### config.mk
export PLATFORM = sky130hd
export DESIGN_NAME = integer_to_radix_digits
export DESIGN_NICKNAME = d
export VERILOG_FILES = /design/src/rtl/itrd_pkg.sv /design/src/rtl/itrd_front.sv /design/src/rtl/itrd_queue.sv /design/src/rtl/itrd_back.sv /design/src/rtl/integer_to_radix_digits.sv
export VERILOG_INCLUDE_DIRS = /design/src /design/src/rtl
export SDC_FILE = /design/constraint.sdc
export NUM_CORES = 1
export LEC_CHECK = 0
export BUFFER_PORTS_ARGS = -buffer_cell sky130_fd_sc_hd__buf_2
export CAP_MARGIN = 10
export CORE_ASPECT_RATIO = 1.75
export CORE_MARGIN = 5
export CORE_UTILIZATION = 40
export CTS_BUF_LIST = sky130_fd_sc_hd__clkbuf_4 sky130_fd_sc_hd__clkbuf_8 sky130_fd_sc_hd__clkbuf_16
export DETAILED_ROUTE_END_ITERATION = 10
export MAX_ROUTING_LAYER = met4
export PLACE_DENSITY = 0.61
export SKIP_LAST_GASP = 1
export SLEW_MARGIN = 0
export SYNTH_ARGS = -nofsm -noshare
export SYNTH_HDL_FRONTEND = slang
export SYNTH_SLANG_ARGS = --single-unit
### constraint.sdc
create_clock -name clk_i -period 16.39 [get_ports clk_i]
set_clock_uncertainty 0.1 [all_clocks]
set_input_delay 1.639 -clock clk_i [delete_from_list [all_inputs] [get_ports clk_i]]
set_output_delay 1.639 -clock clk_i [all_outputs]
set_load 0.005 [all_outputs]
### src/rtl/integer_to_radix_digits_assert.svh
// Assertion macros for the RTL files, included by itrd_back.
`ifndef INTEGER_TO_RADIX_DIGITS_ASSERT_SVH
`define INTEGER_TO_RADIX_DIGITS_ASSERT_SVH

// Same-cycle implication, sampled on clk_i, off during reset.
`define ITRD_ASSERT_NOW(lbl, ante, cons) \
  lbl: assert property (@(posedge clk_i) disable iff (!rst_ni) (ante) |-> (cons)) \
    else $error("itrd assertion failed");

// Next-cycle implication, sampled on clk_i, off during reset.
`define ITRD_ASSERT_NEXT(lbl, ante, cons) \
  lbl: assert property (@(posedge clk_i) disable iff (!rst_ni) (ante) |=> (cons)) \
    else $error("itrd assertion failed");

`endif

### src/rtl/itrd_pkg.sv
`default_nettype none
package itrd_pkg;

  // Field widths
  localparam int VALUE_BITS  = 31;
  localparam int RADIX_BITS  = 5;
  localparam int DIGIT_BITS  = 4;
  localparam int SYM_BITS    = 8;
  localparam int WORD_BITS   = 64;
  localparam int MAX_SYMBOLS = 16;

  // Divider: 32-bit dividend, eight restoring steps per cycle
  localparam int DIV_BITS   = 32;
  localparam int DIV_STEPS  = 8;
  localparam int DIV_CYCLES = DIV_BITS / DIV_STEPS;
  localparam int STEP_BITS  = $clog2(DIV_CYCLES);

  // Digit buffer: at most VALUE_BITS digits (radix two)
  localparam int IDX_BITS = $clog2(VALUE_BITS);

  // Configuration register indexes
  localparam int CFG_IDX_BITS = 2;
  localparam logic [CFG_IDX_BITS-1:0] CFG_RADIX    = 2'd0;
  localparam logic [CFG_IDX_BITS-1:0] CFG_SYM_LOW  = 2'd1;
  localparam logic [CFG_IDX_BITS-1:0] CFG_SYM_HIGH = 2'd2;

  // Reset values
  localparam logic [RADIX_BITS-1:0] RADIX_RESET     = 5'd10;
  localparam logic [WORD_BITS-1:0]  SYM_LOW_RESET   = 64'h3736353433323130;
  localparam logic [WORD_BITS-1:0]  SYM_HIGH_RESET  = 64'h6665646362613938;

  // One queued item
  typedef struct packed {
    logic [VALUE_BITS-1:0] value;
    logic                  zero;
  } item_t;

  typedef enum logic [1:0] {
    ST_IDLE,
    ST_DIV,
    ST_EMIT
  } back_state_e;

  // Clamp the radix register into 2..MAX_SYMBOLS
  function automatic logic [RADIX_BITS-1:0] eff_radix(input logic [RADIX_BITS-1:0] r);
    logic [RADIX_BITS-1:0] res;
    res = r;
    if (r < RADIX_BITS'(2)) begin
      res = RADIX_BITS'(2);
    end else if (r > RADIX_BITS'(MAX_SYMBOLS)) begin
      res = RADIX_BITS'(MAX_SYMBOLS);
    end
    return res;
  endfunction

endpackage
`default_nettype wire

### src/rtl/itrd_front.sv
`default_nettype none
module itrd_front (
  input  wire logic                         clk_i,
  input  wire logic                         rst_ni,
  input  wire logic                         in_valid_i,
  output logic                              in_ready_o,
  input  wire logic [itrd_pkg::VALUE_BITS-1:0] value_i,
  output logic                              item_valid_o,
  input  wire logic                         item_ready_i,
  output itrd_pkg::item_t                   item_o
);
  import itrd_pkg::*;

  logic  vld_q;
  item_t item_q;

  // Single input register; takes a new transfer whenever it drains
  assign in_ready_o   = !vld_q || item_ready_i;
  assign item_valid_o = vld_q;
  assign item_o       = item_q;

  always_ff @(posedge clk_i or negedge rst_ni) begin
    if (!rst_ni) begin
      vld_q <= 1'b0;
    end else if (in_ready_o) begin
      vld_q <= in_valid_i;
    end
  end

  // Classify: zero needs no division
  always_ff @(posedge clk_i) begin
    if (in_valid_i && in_ready_o) begin
      item_q.value <= value_i;
      item_q.zero  <= (value_i == '0);
    end
  end

endmodule
`default_nettype wire

### src/rtl/itrd_queue.sv
`default_nettype none
module itrd_queue (
  input  wire logic            clk_i,
  input  wire logic            rst_ni,
  input  wire logic            wr_valid_i,
  output logic                 wr_ready_o,
  input  wire itrd_pkg::item_t wr_item_i,
  output logic                 rd_valid_o,
  input  wire logic            rd_ready_i,
  output itrd_pkg::item_t      rd_item_o
);
  import itrd_pkg::*;

  // Two-entry FIFO between front and back
  item_t      mem_q [2];
  logic       wr_ptr_q;
  logic       rd_ptr_q;
  logic [1:0] cnt_q;
  logic       push;
  logic       pop;

  assign wr_ready_o = (cnt_q != 2'd2);
  assign rd_valid_o = (cnt_q != 2'd0);
  assign rd_item_o  = mem_q[rd_ptr_q];
  assign push       = wr_valid_i && wr_ready_o;
  assign pop        = rd_valid_o && rd_ready_i;

  always_ff @(posedge clk_i or negedge rst_ni) begin
    if (!rst_ni) begin
      wr_ptr_q <= 1'b0;
      rd_ptr_q <= 1'b0;
      cnt_q    <= 2'd0;
    end else begin
      if (push) begin
        wr_ptr_q <= !wr_ptr_q;
      end
      if (pop) begin
        rd_ptr_q <= !rd_ptr_q;
      end
      if (push && !pop) begin
        cnt_q <= cnt_q + 2'd1;
      end else if (pop && !push) begin
        cnt_q <= cnt_q - 2'd1;
      end
    end
  end

  always_ff @(posedge clk_i) begin
    if (push) begin
      mem_q[wr_ptr_q] <= wr_item_i;
    end
  end

endmodule
`default_nettype wire

### src/rtl/itrd_back.sv
`default_nettype none
`include "integer_to_radix_digits_assert.svh"
module itrd_back (
  input  wire logic                              clk_i,
  input  wire logic                              rst_ni,
  input  wire logic [itrd_pkg::RADIX_BITS-1:0]   radix_i,
  input  wire logic [2*itrd_pkg::WORD_BITS-1:0]  sym_tbl_i,
  input  wire logic                              item_valid_i,
  output logic                                   item_ready_o,
  input  wire itrd_pkg::item_t                   item_i,
  output logic                                   out_valid_o,
  input  wire logic                              out_ready_i,
  output logic [itrd_pkg::SYM_BITS-1:0]          symbol_o,
  output logic                                   last_digit_o
);
  import itrd_pkg::*;

  back_state_e             state_q, state_d;
  logic [DIV_BITS-1:0]     num_q, num_d;
  logic [RADIX_BITS-1:0]   rem_q, rem_d;
  logic [STEP_BITS-1:0]    step_q, step_d;
  logic [IDX_BITS-1:0]     cnt_q, cnt_d;
  logic [IDX_BITS-1:0]     idx_q, idx_d;
  logic [DIGIT_BITS-1:0]   dig_q [VALUE_BITS];
  logic                    out_vld_q, out_vld_d;
  logic [SYM_BITS-1:0]     sym_q;
  logic                    last_q;

  logic [RADIX_BITS-1:0]   radix;
  logic [DIV_BITS-1:0]     n_step;
  logic [RADIX_BITS-1:0]   r_step;
  logic                    take;
  logic                    load;
  logic                    dig_we;
  logic [IDX_BITS-1:0]     dig_wa;
  logic [DIGIT_BITS-1:0]   dig_wd;

  assign radix        = eff_radix(radix_i);
  assign item_ready_o = (state_q == ST_IDLE);
  assign take         = item_valid_i && item_ready_o;
  assign load         = (state_q == ST_EMIT) && (!out_vld_q || out_ready_i);

  assign out_valid_o  = out_vld_q;
  assign symbol_o     = sym_q;
  assign last_digit_o = last_q;

  // Eight restoring division steps on the {rem, num} shift pair
  always_comb begin
    n_step = num_q;
    r_step = rem_q;
    for (int i = 0; i < DIV_STEPS; i++) begin
      r_step = {r_step[RADIX_BITS-2:0], n_step[DIV_BITS-1]};
      n_step = {n_step[DIV_BITS-2:0], 1'b0};
      if (r_step >= radix) begin
        r_step    = r_step - radix;
        n_step[0] = 1'b1;
      end
    end
  end

  // Next state: divide out digits LSB first, then emit from the top down
  always_comb begin
    state_d   = state_q;
    num_d     = num_q;
    rem_d     = rem_q;
    step_d    = step_q;
    cnt_d     = cnt_q;
    idx_d     = idx_q;
    out_vld_d = out_vld_q;
    dig_we    = 1'b0;
    dig_wa    = cnt_q;
    dig_wd    = r_step[DIGIT_BITS-1:0];
    if (out_vld_q && out_ready_i) begin
      out_vld_d = 1'b0;
    end
    unique case (state_q)
      ST_IDLE: begin
        if (take) begin
          num_d  = {{(DIV_BITS-VALUE_BITS){1'b0}}, item_i.value};
          rem_d  = '0;
          step_d = '0;
          cnt_d  = '0;
          if (item_i.zero) begin
            dig_we  = 1'b1;
            dig_wa  = '0;
            dig_wd  = '0;
            idx_d   = '0;
            state_d = ST_EMIT;
          end else begin
            state_d = ST_DIV;
          end
        end
      end
      ST_DIV: begin
        num_d  = n_step;
        rem_d  = r_step;
        step_d = step_q + STEP_BITS'(1);
        if (step_q == STEP_BITS'(DIV_CYCLES - 1)) begin
          dig_we = 1'b1;
          rem_d  = '0;
          if (n_step == '0) begin
            idx_d   = cnt_q;
            state_d = ST_EMIT;
          end else begin
            cnt_d = cnt_q + IDX_BITS'(1);
          end
        end
      end
      ST_EMIT: begin
        if (load) begin
          out_vld_d = 1'b1;
          if (idx_q == '0) begin
            state_d = ST_IDLE;
          end else begin
            idx_d = idx_q - IDX_BITS'(1);
          end
        end
      end
      default: state_d = ST_IDLE;
    endcase
  end

  always_ff @(posedge clk_i or negedge rst_ni) begin
    if (!rst_ni) begin
      state_q   <= ST_IDLE;
      num_q     <= '0;
      rem_q     <= '0;
      step_q    <= '0;
      cnt_q     <= '0;
      idx_q     <= '0;
      out_vld_q <= 1'b0;
    end else begin
      state_q   <= state_d;
      num_q     <= num_d;
      rem_q     <= rem_d;
      step_q    <= step_d;
      cnt_q     <= cnt_d;
      idx_q     <= idx_d;
      out_vld_q <= out_vld_d;
    end
  end

  // Digit buffer and symbol lookup
  always_ff @(posedge clk_i) begin
    if (dig_we) begin
      dig_q[dig_wa] <= dig_wd;
    end
    if (load) begin
      sym_q  <= sym_tbl_i[{dig_q[idx_q], 3'b000} +: SYM_BITS];
      last_q <= (idx_q == '0);
    end
  end

  // Checks
  `ITRD_ASSERT_NOW(a_rem_below_radix, state_q == ST_DIV, rem_q < radix)
  `ITRD_ASSERT_NOW(a_cnt_in_range, state_q == ST_DIV, cnt_q <= IDX_BITS'(VALUE_BITS - 1))
  `ITRD_ASSERT_NEXT(a_take_leaves_idle, take, state_q != ST_IDLE)
  `ITRD_ASSERT_NEXT(a_last_ends_run, load && (idx_q == '0), (state_q == ST_IDLE) && last_q)

endmodule
`default_nettype wire

### src/rtl/integer_to_radix_digits.sv
// Flow: input register, queue and back end; the back end divides out each digit
// with the divider (8 quotient bits per cycle), then sends the digits out one at a time.
// The back end takes one item at a time and only when idle; the input register
// and queue can hold further values meanwhile.
// Reset (rst_ni low, asynchronous): queue and channels empty, radix 10,
// symbols "0123456789abcdef".
`default_nettype none
module integer_to_radix_digits (
  input  wire logic                                clk_i,
  input  wire logic                                rst_ni,
  input  wire logic                                cfg_valid_i,
  output logic                                     cfg_ready_o,
  input  wire logic [itrd_pkg::CFG_IDX_BITS-1:0]   cfg_index_i,
  input  wire logic [itrd_pkg::WORD_BITS-1:0]      cfg_data_i,
  input  wire logic                                in_valid_i,
  output logic                                     in_ready_o,
  input  wire logic [itrd_pkg::VALUE_BITS-1:0]     value_i,
  output logic                                     out_valid_o,
  input  wire logic                                out_ready_i,
  output logic [itrd_pkg::SYM_BITS-1:0]            symbol_o,
  output logic                                     last_digit_o
);
  import itrd_pkg::*;

  logic [RADIX_BITS-1:0] radix_q;
  logic [WORD_BITS-1:0]  sym_low_q;
  logic [WORD_BITS-1:0]  sym_high_q;

  logic  f_valid, f_ready;
  item_t f_item;
  logic  b_valid, b_ready;
  item_t b_item;

  // Configuration registers; writes always accepted
  assign cfg_ready_o = 1'b1;

  always_ff @(posedge clk_i or negedge rst_ni) begin
    if (!rst_ni) begin
      radix_q    <= RADIX_RESET;
      sym_low_q  <= SYM_LOW_RESET;
      sym_high_q <= SYM_HIGH_RESET;
    end else if (cfg_valid_i) begin
      unique case (cfg_index_i)
        CFG_RADIX:    radix_q    <= cfg_data_i[RADIX_BITS-1:0];
        CFG_SYM_LOW:  sym_low_q  <= cfg_data_i;
        CFG_SYM_HIGH: sym_high_q <= cfg_data_i;
        default: ;
      endcase
    end
  end

  itrd_front u_front (
    .clk_i        (clk_i),
    .rst_ni       (rst_ni),
    .in_valid_i   (in_valid_i),
    .in_ready_o   (in_ready_o),
    .value_i      (value_i),
    .item_valid_o (f_valid),
    .item_ready_i (f_ready),
    .item_o       (f_item)
  );

  itrd_queue u_queue (
    .clk_i      (clk_i),
    .rst_ni     (rst_ni),
    .wr_valid_i (f_valid),
    .wr_ready_o (f_ready),
    .wr_item_i  (f_item),
    .rd_valid_o (b_valid),
    .rd_ready_i (b_ready),
    .rd_item_o  (b_item)
  );

  itrd_back u_back (
    .clk_i        (clk_i),
    .rst_ni       (rst_ni),
    .radix_i      (radix_q),
    .sym_tbl_i    ({sym_high_q, sym_low_q}),
    .item_valid_i (b_valid),
    .item_ready_o (b_ready),
    .item_i       (b_item),
    .out_valid_o  (out_valid_o),
    .out_ready_i  (out_ready_i),
    .symbol_o     (symbol_o),
    .last_digit_o (last_digit_o)
  );

endmodule
`default_nettype wire

==> results.cfg, run 1 <==
[routing]
postRouteAntennaNets = 0
drt-pass1-iter-count = 5
drt_iter0_markers = 601
wl_per_cell_um = 20.08
vias_per_cell = 5.377
drcViolationCount = 0
wirelength_um = 42920
dr_total_vias = 11491

[logic_synthesis]
syn_inst = 1402
synth_edf_count = 229
syn_nets = 1561
ys_types = 67
syn_area_per_cell_sq_um = 13.68
ys.flop_type = edfxtp_1
synth-seq-cells = 418
ys_warn_count = 0
synth_top_area_share = 0.3584
yosys-top-cells-area = edfxtp_1 36%, dfrtp_1 17%, mux2_2 8.7%
seq_area_frac_synth = 0.6088
synth_area_leader_cell = edfxtp_1
syn-cell-area_sq_um = 19180
synthArstFlopShare = 0.4522

[clock_network]
ctsHtreeMaxLevel = 2
cts-buffers-inserted = 41
post_cts_resized = 0
cts_setup_buffers = 0
clock_latency_ps = 550
clk_pin_slew_ps = 70
cts-root-buf = clkbuf_16
holdBufCountCts = 0
cts.sinks = 418
clockBufferDepth = 3
tritoncts = yes

[flow_run]
drv_cap = 0

[timing]
rsz0062_at_grt = false
fmax_mhz = 73.02
drv_slew = 0
hold_viol_final = 0
fin_crit_sh = 0.8356
fin_crit_ps = 13700
maxSlewHeadroom = 0.3053
fin_tns_setup_ps = 0
worst_pin_slew_ps = 1042
setup-violations-final = 0

[cells_and_area]
most-common-layout-cells = 229 x edfxtp_1, 148 x mux2_2, 145 x mux2i_1
multi_input_area_sq_um = 7064
area_growth_syn_to_layout_pct = 13.15
layout-drive-gt1-share = 0.2750
fin_nets = 1668
nFillCells = 4285
final_core_util = 0.4559
ff_latch_area_sq_um = 11680
final_common_cell = edfxtp_1

[global_routing]
gr-usage-all-layers = 0.1666
grt_pass1_vias = 12230
grt_overflow_total = 0
grt_max_degree = 115
grt_first_pass_wirelength_um = 67640
antenna_found_initial = 2

[placement]
dp_hpwl_um = 30340
port_buffers = 112
gp_congestion = 0.8639

[floorplanning]
die_h_um = 299.7
die_w_um = 175.6
core_region_area_sq_um = 47610
io-pin-count = 114
dieArea_sq_um = 52610
rows = 106
initial_utilization = 0.4029

[critical_path]
max_stage_delay_ps = 810
crit_slowest_cell = and2_1
arrival_ps = 13800
critPathKind = reg -> reg
path_common_cell = ha_1
cp-end-kind = flop
path_max_fanout = 31
crit_path_start_kind = flop
cp_data_required_time_ps = 16490

[hold_path]
hp-class = reg -> reg

[run_status]
status = finished, final reports clean
[final cells by class]
type,instances,share of cell area
Multi-Input combinational cell,882,0.3254
Antenna cell,1,0.0001153
Sequential cell,418,0.5381
Tap cell,594,0.03424
Inverter,36,0.006225
Clock buffer,45,0.04945
Clock inverter,31,0.01401
Timing Repair Buffer,130,0.03245
[flip-flops by register name, summed over array words and instances, names as in the netlist]
name                  flops
u_back.out_valid_o        1
u_back.symbol_o           8
u_queue.mem_q            64
u_queue.cnt_q             2
u_back.last_digit_o       1
u_back.rem_q              4
sym_low_q                64
u_back.num_q             32
u_back.dig_q            124
u_back.cnt_q              5
u_front.item_valid_o      1
u_queue.wr_ptr_q          1
u_front.item_o           32
radix_q                   5
sym_high_q               64
u_back.idx_q              5
u_queue.rd_ptr_q          1
u_back.state_q            2
u_back.step_q             2
[per-stage QoR]
stage / hold WS (ps) / cell area [sq um] / std cells / setup WS (ps)
2_1_floorplan: 321.5 / 19180 / 1402 / 3651
3_3_place_gp: 321.8 / 20330 / 2060 / 3216
3_5_place_dp: 331.0 / 20330 / 2060 / 2682
4_1_cts: 346.0 / 21710 / 2136 / 2695
5_1_grt: 353.5 / 21710 / 2137 / 1477
6_report: 344.7 / 21710 / 2137 / 2695
[worst paths after layout]
kind                       depth (start not counted)  slack (ps)              start                  end
max                                               46        2690         radix_q[4]  u_back.dig_q[11][3]
min in group asynchronous                          1        1040             rst_ni       sym_high_q[49]
min                                                0         340  u_front.item_o[8]  u_queue.mem_q[1][8]
min reg2reg                                        0         340  u_front.item_o[8]  u_queue.mem_q[1][8]
max in group asynchronous                          2       13500             rst_ni        sym_low_q[54]
max reg2reg                                       46        2690         radix_q[4]  u_back.dig_q[11][3]
[cells by family after synthesis]
group | after synthesis | synth area share
AOI/OAI and AO/OA | 206 | 0.06646
xor gates and xnor gates | 21 | 0.009587
adders and majority gates | 57 | 0.04031
buffers and inverters | 102 | 0.02446
DFF | 418 | 0.6088
muxes | 312 | 0.1790
other | 1 | 0.0001955
and+or+nand+nor | 285 | 0.07128
[synth_stat cells, drive strengths merged, types with 9 or more instances]
cell type,number
edfxtp,229
xnor2,17
mux2i,145
inv,36
mux2,158
dfstp,58
dfrtp,131
nand2b,9
nand3,13
a22oi,12
clkbuf,42
o22ai,24
o21ai,67
a21o,11
a21oi,53
buf,24
ha,49
nand2,96
mux4,9
nand4,9
nor2,92
nor4,15
[layer usage]
metal	wire length [um]	GRT usage	up-vias
li1	-	-	5430
met4	1981	0.07172	0
met5	0	-	-
met3	1558	0.02189	109
met1	16150	0.1826	5692
met2	23240	0.3024	260
[critical path: cells and delay by family (launching register included)]
family | cells | cell delay [ps]
compound gates | 24 | 6870
fa+ha+maj | 8 | 2410
buf+inv | 5 | 690
flops | 1 | 360
mux | 5 | 1700
simple gates | 4 | 1210
Power of run 1 is left out: the tool's default activity adds up to more than one toggle a clock period on the data nets, which glitch-free logic cannot reach.
==> run 2, diff against run 1 <==
--- a/config.mk
+++ b/config.mk
@@ -14,7 +14,7 @@
 export CTS_BUF_LIST = sky130_fd_sc_hd__clkbuf_4 sky130_fd_sc_hd__clkbuf_8 sky130_fd_sc_hd__clkbuf_16
 export DETAILED_ROUTE_END_ITERATION = 10
 export MAX_ROUTING_LAYER = met4
-export PLACE_DENSITY = 0.61
+export PLACE_DENSITY = 0.63
 export SKIP_LAST_GASP = 1
 export SLEW_MARGIN = 0
 export SYNTH_ARGS = -nofsm -noshare
==> constraint.sdc (replaced) <==
create_clock -name clk_i -period 12.48 [get_ports clk_i]
set_clock_uncertainty 0.1 [all_clocks]
set_input_delay 1.248 -clock clk_i [delete_from_list [all_inputs] [get_ports clk_i]]
set_output_delay 1.248 -clock clk_i [all_outputs]
set_load 0.005 [all_outputs]
==> run 2 against run 1 <==
  * Via count grew 0.35%
  * Clock-buffer cell count grew 9
  * Worst hold slack lost 2.2 ps
  * Register-to-register slack lost 1900 ps
  * Sequential cell count is the same
  * Global-route usage grew 0.067 points
==> results.cfg, run 2 (synthesis gave the netlist of run 1 again) <==
[global_routing]
gr-usage-all-layers = 0.1673
grt_pass1_vias = 12368
grt_overflow_total = 0
antenna_found_initial = 1
grt_max_degree = 77
grt_first_pass_wirelength_um = 67860

[placement]
port_buffers = 112
gp_congestion = 0.8571
dp_hpwl_um = 30820
placed_cell_area_sq_um = 20370

[cells_and_area]
most-common-layout-cells = 229 x edfxtp_1, 148 x mux2_2, 143 x mux2i_1
fin_area_sq_um = 21750
fin_nets = 1675
area_growth_syn_to_layout_pct = 13.36
final_common_cell = edfxtp_1
largest_reg_flops = 124
layout-drive-gt1-share = 0.2902
num_antenna_cells = 0
top_register = u_back.dig_q

[timing]
worst_pin_slew_ps = 1146
drv_slew = 0
fin_crit_sh = 0.9373
setup-violations-final = 0
fin_crit_ps = 11700
fmax_mhz = 85.49
maxSlewHeadroom = 0.2333
hold_viol_final = 0
whs_ps = 342.5

[critical_path]
cp_data_required_time_ps = 12800
critPathTopFamily = compound AO/OA/AOI/OAI gates
cp.buffers_inverters = 3
crit_path_start_kind = flop
critPathKind = reg -> reg
arrival_ps = 12020
path_max_fanout = 8
max_stage_delay_ps = 560
cp-end-kind = flop
path_common_cell = ha_1
crit_slowest_cell = dfstp_2

[clock_network]
cts-root-buf = clkbuf_16
clk_pin_slew_ps = 80
tritoncts = yes
cts.sinks = 418
cts-buffers-inserted = 40
ctsHtreeMaxLevel = 2
clockBufferDepth = 3
clock_latency_ps = 550

[floorplanning]
rows = 106
core_region_area_sq_um = 47610
die_h_um = 299.7
io-pin-count = 114
initial_utilization = 0.4029
die_w_um = 175.6
dieArea_sq_um = 52610

[flow_run]
drv_cap = 0

[run_status]
status = finished, final reports clean

[routing]
wl_per_cell_um = 20.21
postRouteAntennaNets = 0
drt-pass1-iter-count = 5
drcViolationCount = 0
dr_total_vias = 11531
wirelength_um = 43270
drt_iter0_markers = 675
vias_per_cell = 5.386

[hold_path]
hp-class = reg -> reg
-- run 2: changes by cell type in the layout (fill, tap and decap cells not counted), sizes merged, moves of 2 or more --
cell	delta
buf	+8
clkbuf	+9
inv	+2
clkinv	-11
bufinv	-2
-- run 2: what timing repair did --
| action | 4_1_cts | 5_1_grt |
|---|---|---|
| pin swaps | 0 | 4 |
| setup buffers | 0 | 2 |
| gates resized for setup | 8 | 10 |
| hold buffers | 0 | 0 |
| setup endpoints to repair | 136 | 139 |
-- run 2: cell type report --
class | count | area [sq um]
inverters | 36 | 135.1
repair buffers | 138 | 764.5
well taps | 594 | 743.2
clock inverters | 19 | 177.7
multi-input cells | 882 | 7133
clock buffers | 54 | 1112
flip-flops and latches | 418 | 11680
fillers | 4252 | 25870
-- run 2: worst register-to-register path, delay by kind of cell, from the launching register on --
| kind | cells | cell delay [ps] |
|---|---|---|
| simple gates | 5 | 720 |
| buf+inv | 3 | 220 |
| mux | 5 | 1720 |
| flops | 1 | 560 |
| compound gates | 26 | 5890 |
| fa+ha+maj | 8 | 2340 |
-- run 2: metal layers --
| metal | GRT usage | up-vias | wire, um |
|---|---|---|---|
| met1 | 0.1799 | 5733 | 16250 |
| met4 | 0.06429 | 0 | 1693 |
| met3 | 0.02491 | 100 | 1587 |
| met2 | 0.3091 | 251 | 23740 |
| li1 | - | 5447 | - |
| met5 | - | - | 0 |
-- run 2: path summary, 6_finish.rpt --
check	from	end	slack [ps]	cells past startpoint
min in group asynchronous	rst_ni	sym_low_q[35]	610	1
worst max-delay path	radix_q[3]	u_back.state_q[0]	780	47
worst min register to register	u_front.item_o[22]	u_queue.mem_q[0][22]	340	0
worst max register to register	radix_q[3]	u_back.state_q[0]	780	47
max in group asynchronous	rst_ni	u_queue.rd_ptr_q	10410	2
worst min-delay path	u_front.item_o[22]	u_queue.mem_q[0][22]	340	0
-- run 2: stage by stage --
step	utilization	TNS [ps]	instances	worst slack, ps
4_1_cts	0.4554	0	2139	78.63
5_1_grt	0.4567	-7.668	2141	-3.851
2_1_floorplan	-	0	1402	91.46
6_report	0.4567	0	2141	782.1
3_3_place_gp	0.4279	-1649	2066	-55.67
3_5_place_dp	0.4279	-41720	2066	-627.0
Power of run 2 is left out for the same reason.
==> run 3, diff against run 2 <==
--- a/config.mk
+++ b/config.mk
@@ -10,11 +10,11 @@
 export CAP_MARGIN = 10
 export CORE_ASPECT_RATIO = 1.75
 export CORE_MARGIN = 5
-export CORE_UTILIZATION = 40
+export CORE_UTILIZATION = 55
 export CTS_BUF_LIST = sky130_fd_sc_hd__clkbuf_4 sky130_fd_sc_hd__clkbuf_8 sky130_fd_sc_hd__clkbuf_16
 export DETAILED_ROUTE_END_ITERATION = 10
 export MAX_ROUTING_LAYER = met4
-export PLACE_DENSITY = 0.63
+export PLACE_DENSITY = 0.81
 export SKIP_LAST_GASP = 1
 export SLEW_MARGIN = 0
 export SYNTH_ARGS = -nofsm -noshare
==> run 3 against run 2 <==
  * Global-route usage increased by 5.1 points
  * Fmax fell by 1.7%
  * Non-clock buffer count up 3
  * Design area decreased by 0.64%
  * Sequential share of layout area increased by 0.34 points
==> results.cfg, run 3 (synthesis gave the netlist of run 1 again) <==
[run_status]
status = finished, final reports clean

[clock_network]
tritoncts = yes
clk_pin_slew_ps = 70
cts.sinks = 418
clock_latency_ps = 530
ctsHtreeMaxLevel = 2
cts-root-buf = clkbuf_16
clockBufferDepth = 3
cts-buffers-inserted = 37
holdBufCountCts = 0

[global_routing]
antenna_found_initial = 6
gr-usage-all-layers = 0.2181
grt_max_degree = 72
grt_first_pass_wirelength_um = 65180
grt_overflow_total = 0
grt_pass1_vias = 12610

[timing]
drv_slew = 0
maxSlewHeadroom = 0.1821
setup-violations-final = 0
hold_viol_final = 0
fin_crit_sh = 0.9539
setup_ws_ps = 575.7
fin_crit_ps = 11900
worst_pin_slew_ps = 1222
fmax_mhz = 84.00

[cells_and_area]
top_register = u_back.dig_q
fin_area_sq_um = 21610
layout-drive-gt1-share = 0.2902
most-common-layout-cells = 229 x edfxtp_1, 148 x mux2_2, 143 x mux2i_1
nFillCells = 2553
multi_input_area_sq_um = 7123
ff_latch_area_sq_um = 11680
final_common_cell = edfxtp_1
largest_reg_flops = 124
fin_nets = 1675
area_growth_syn_to_layout_pct = 12.63

[routing]
drt-pass1-iter-count = 4
postRouteAntennaNets = 0
wirelength_um = 41380
dr_total_vias = 11891
vias_per_cell = 5.916
wl_per_cell_um = 20.59
drt_iter0_markers = 778
drcViolationCount = 0

[placement]
placed_cell_area_sq_um = 20210
place_ws_ps = -196.4
gp_congestion = 0.8958
dp_hpwl_um = 28880
port_buffers = 112

[critical_path]
crit_path_start_kind = flop
path_common_cell = ha_1
r2r_end = u_back.dig_q[23][3]
cp_data_required_time_ps = 12560
rr_startpoint = radix_q[3]
max_stage_delay_ps = 840
r2r_slack_ps = 580
r2r_cells = 45
cp-end-kind = flop
path_max_fanout = 31
arrival_ps = 11980
crit_slowest_cell = and2_1
critPathKind = reg -> reg

[floorplanning]
dieArea_sq_um = 38860
rows = 90
die_w_um = 151.2
initial_utilization = 0.5568
die_h_um = 257.1
io-pin-count = 114
core_region_area_sq_um = 34460

[flow_run]
drv_cap = 0

[hold_path]
min_path_cells = 0
hp-class = reg -> reg
holdCritStartpoint = u_front.item_o[4]
min_to = u_queue.mem_q[1][4]
[run 3: cell types whose count changed in the layout (fill, tap and decap cells not counted), moves of 2 or more]
cell,before,now
clkbuf_4,13,6
diode_2,0,6
bufinv_16,2,6
inv_6,5,1
buf_4,26,29
clkbuf_16,40,37
clkinv_2,3,6
clkinv_1,5,3
clkinvlp_4,1,3
o21ai_1,4,6
[run 3: area by class of cell]
type	count	share of cell area
repair buffers	141	0.03642
clock buffers	45	0.04621
well taps	460	0.02664
clock inverters	22	0.01361
diodes	6	0.0006948
inverters	36	0.006254
multi-input cells	882	0.3296
flip-flops and latches	418	0.5405
[run 3: per-layer routing]
layer,wire (um),vias to the layer above,GRT usage
met5,0,-,-
met2,23310,343,0.3961
met3,1543,117,0.02535
li1,-,5436,-
met4,1969,0,0.1051
met1,14550,5995,0.2305
[run 3: repair_timing]
item | in CTS | in global routing
resized for setup | 4 | 14
endpoints found under the setup margin | 43 | 139
pin swaps | 0 | 4
buffers inserted | 0 | 4
[run 3: worst max-delay path by stage]
stage / slack, ps / end / depth (start not counted) / startpoint
2_1_floorplan: 90 / u_back.dig_q[0][1] / 46 / radix_q[3]
3_3_place_gp: 290 / u_back.idx_q[3] / 50 / radix_q[4]
3_5_place_dp: -200 / u_back.idx_q[4] / 50 / radix_q[4]
4_1_cts: 60 / u_back.idx_q[4] / 49 / radix_q[4]
5_1_grt: -60 / u_back.dig_q[23][3] / 45 / radix_q[3]
6_report: 580 / u_back.dig_q[23][3] / 45 / radix_q[3]
[run 3: stage by stage]
step                      hold slack (ps)  cells    util  TNS (ps)
after global routing                357.3   2010  0.6271     -1699
after floorplan                     321.5   1402       -         0
after global placement              322.1   1933  0.5866         0
after CTS                           347.3   2000  0.6243         0
final                               346.1   2010  0.6271         0
after detailed placement            329.6   1933  0.5866     -4433
[run 3: critical path: cells and delay by family (launching register included)]
| family | cells | cell delay (ps) |
|---|---|---|
| compound gates | 21 | 4700 |
| fa+ha+maj | 8 | 2470 |
| buf+inv | 4 | 510 |
| flops | 1 | 560 |
| mux | 6 | 1820 |
| simple gates | 6 | 1370 |
Power of run 3 is left out for the same reason.
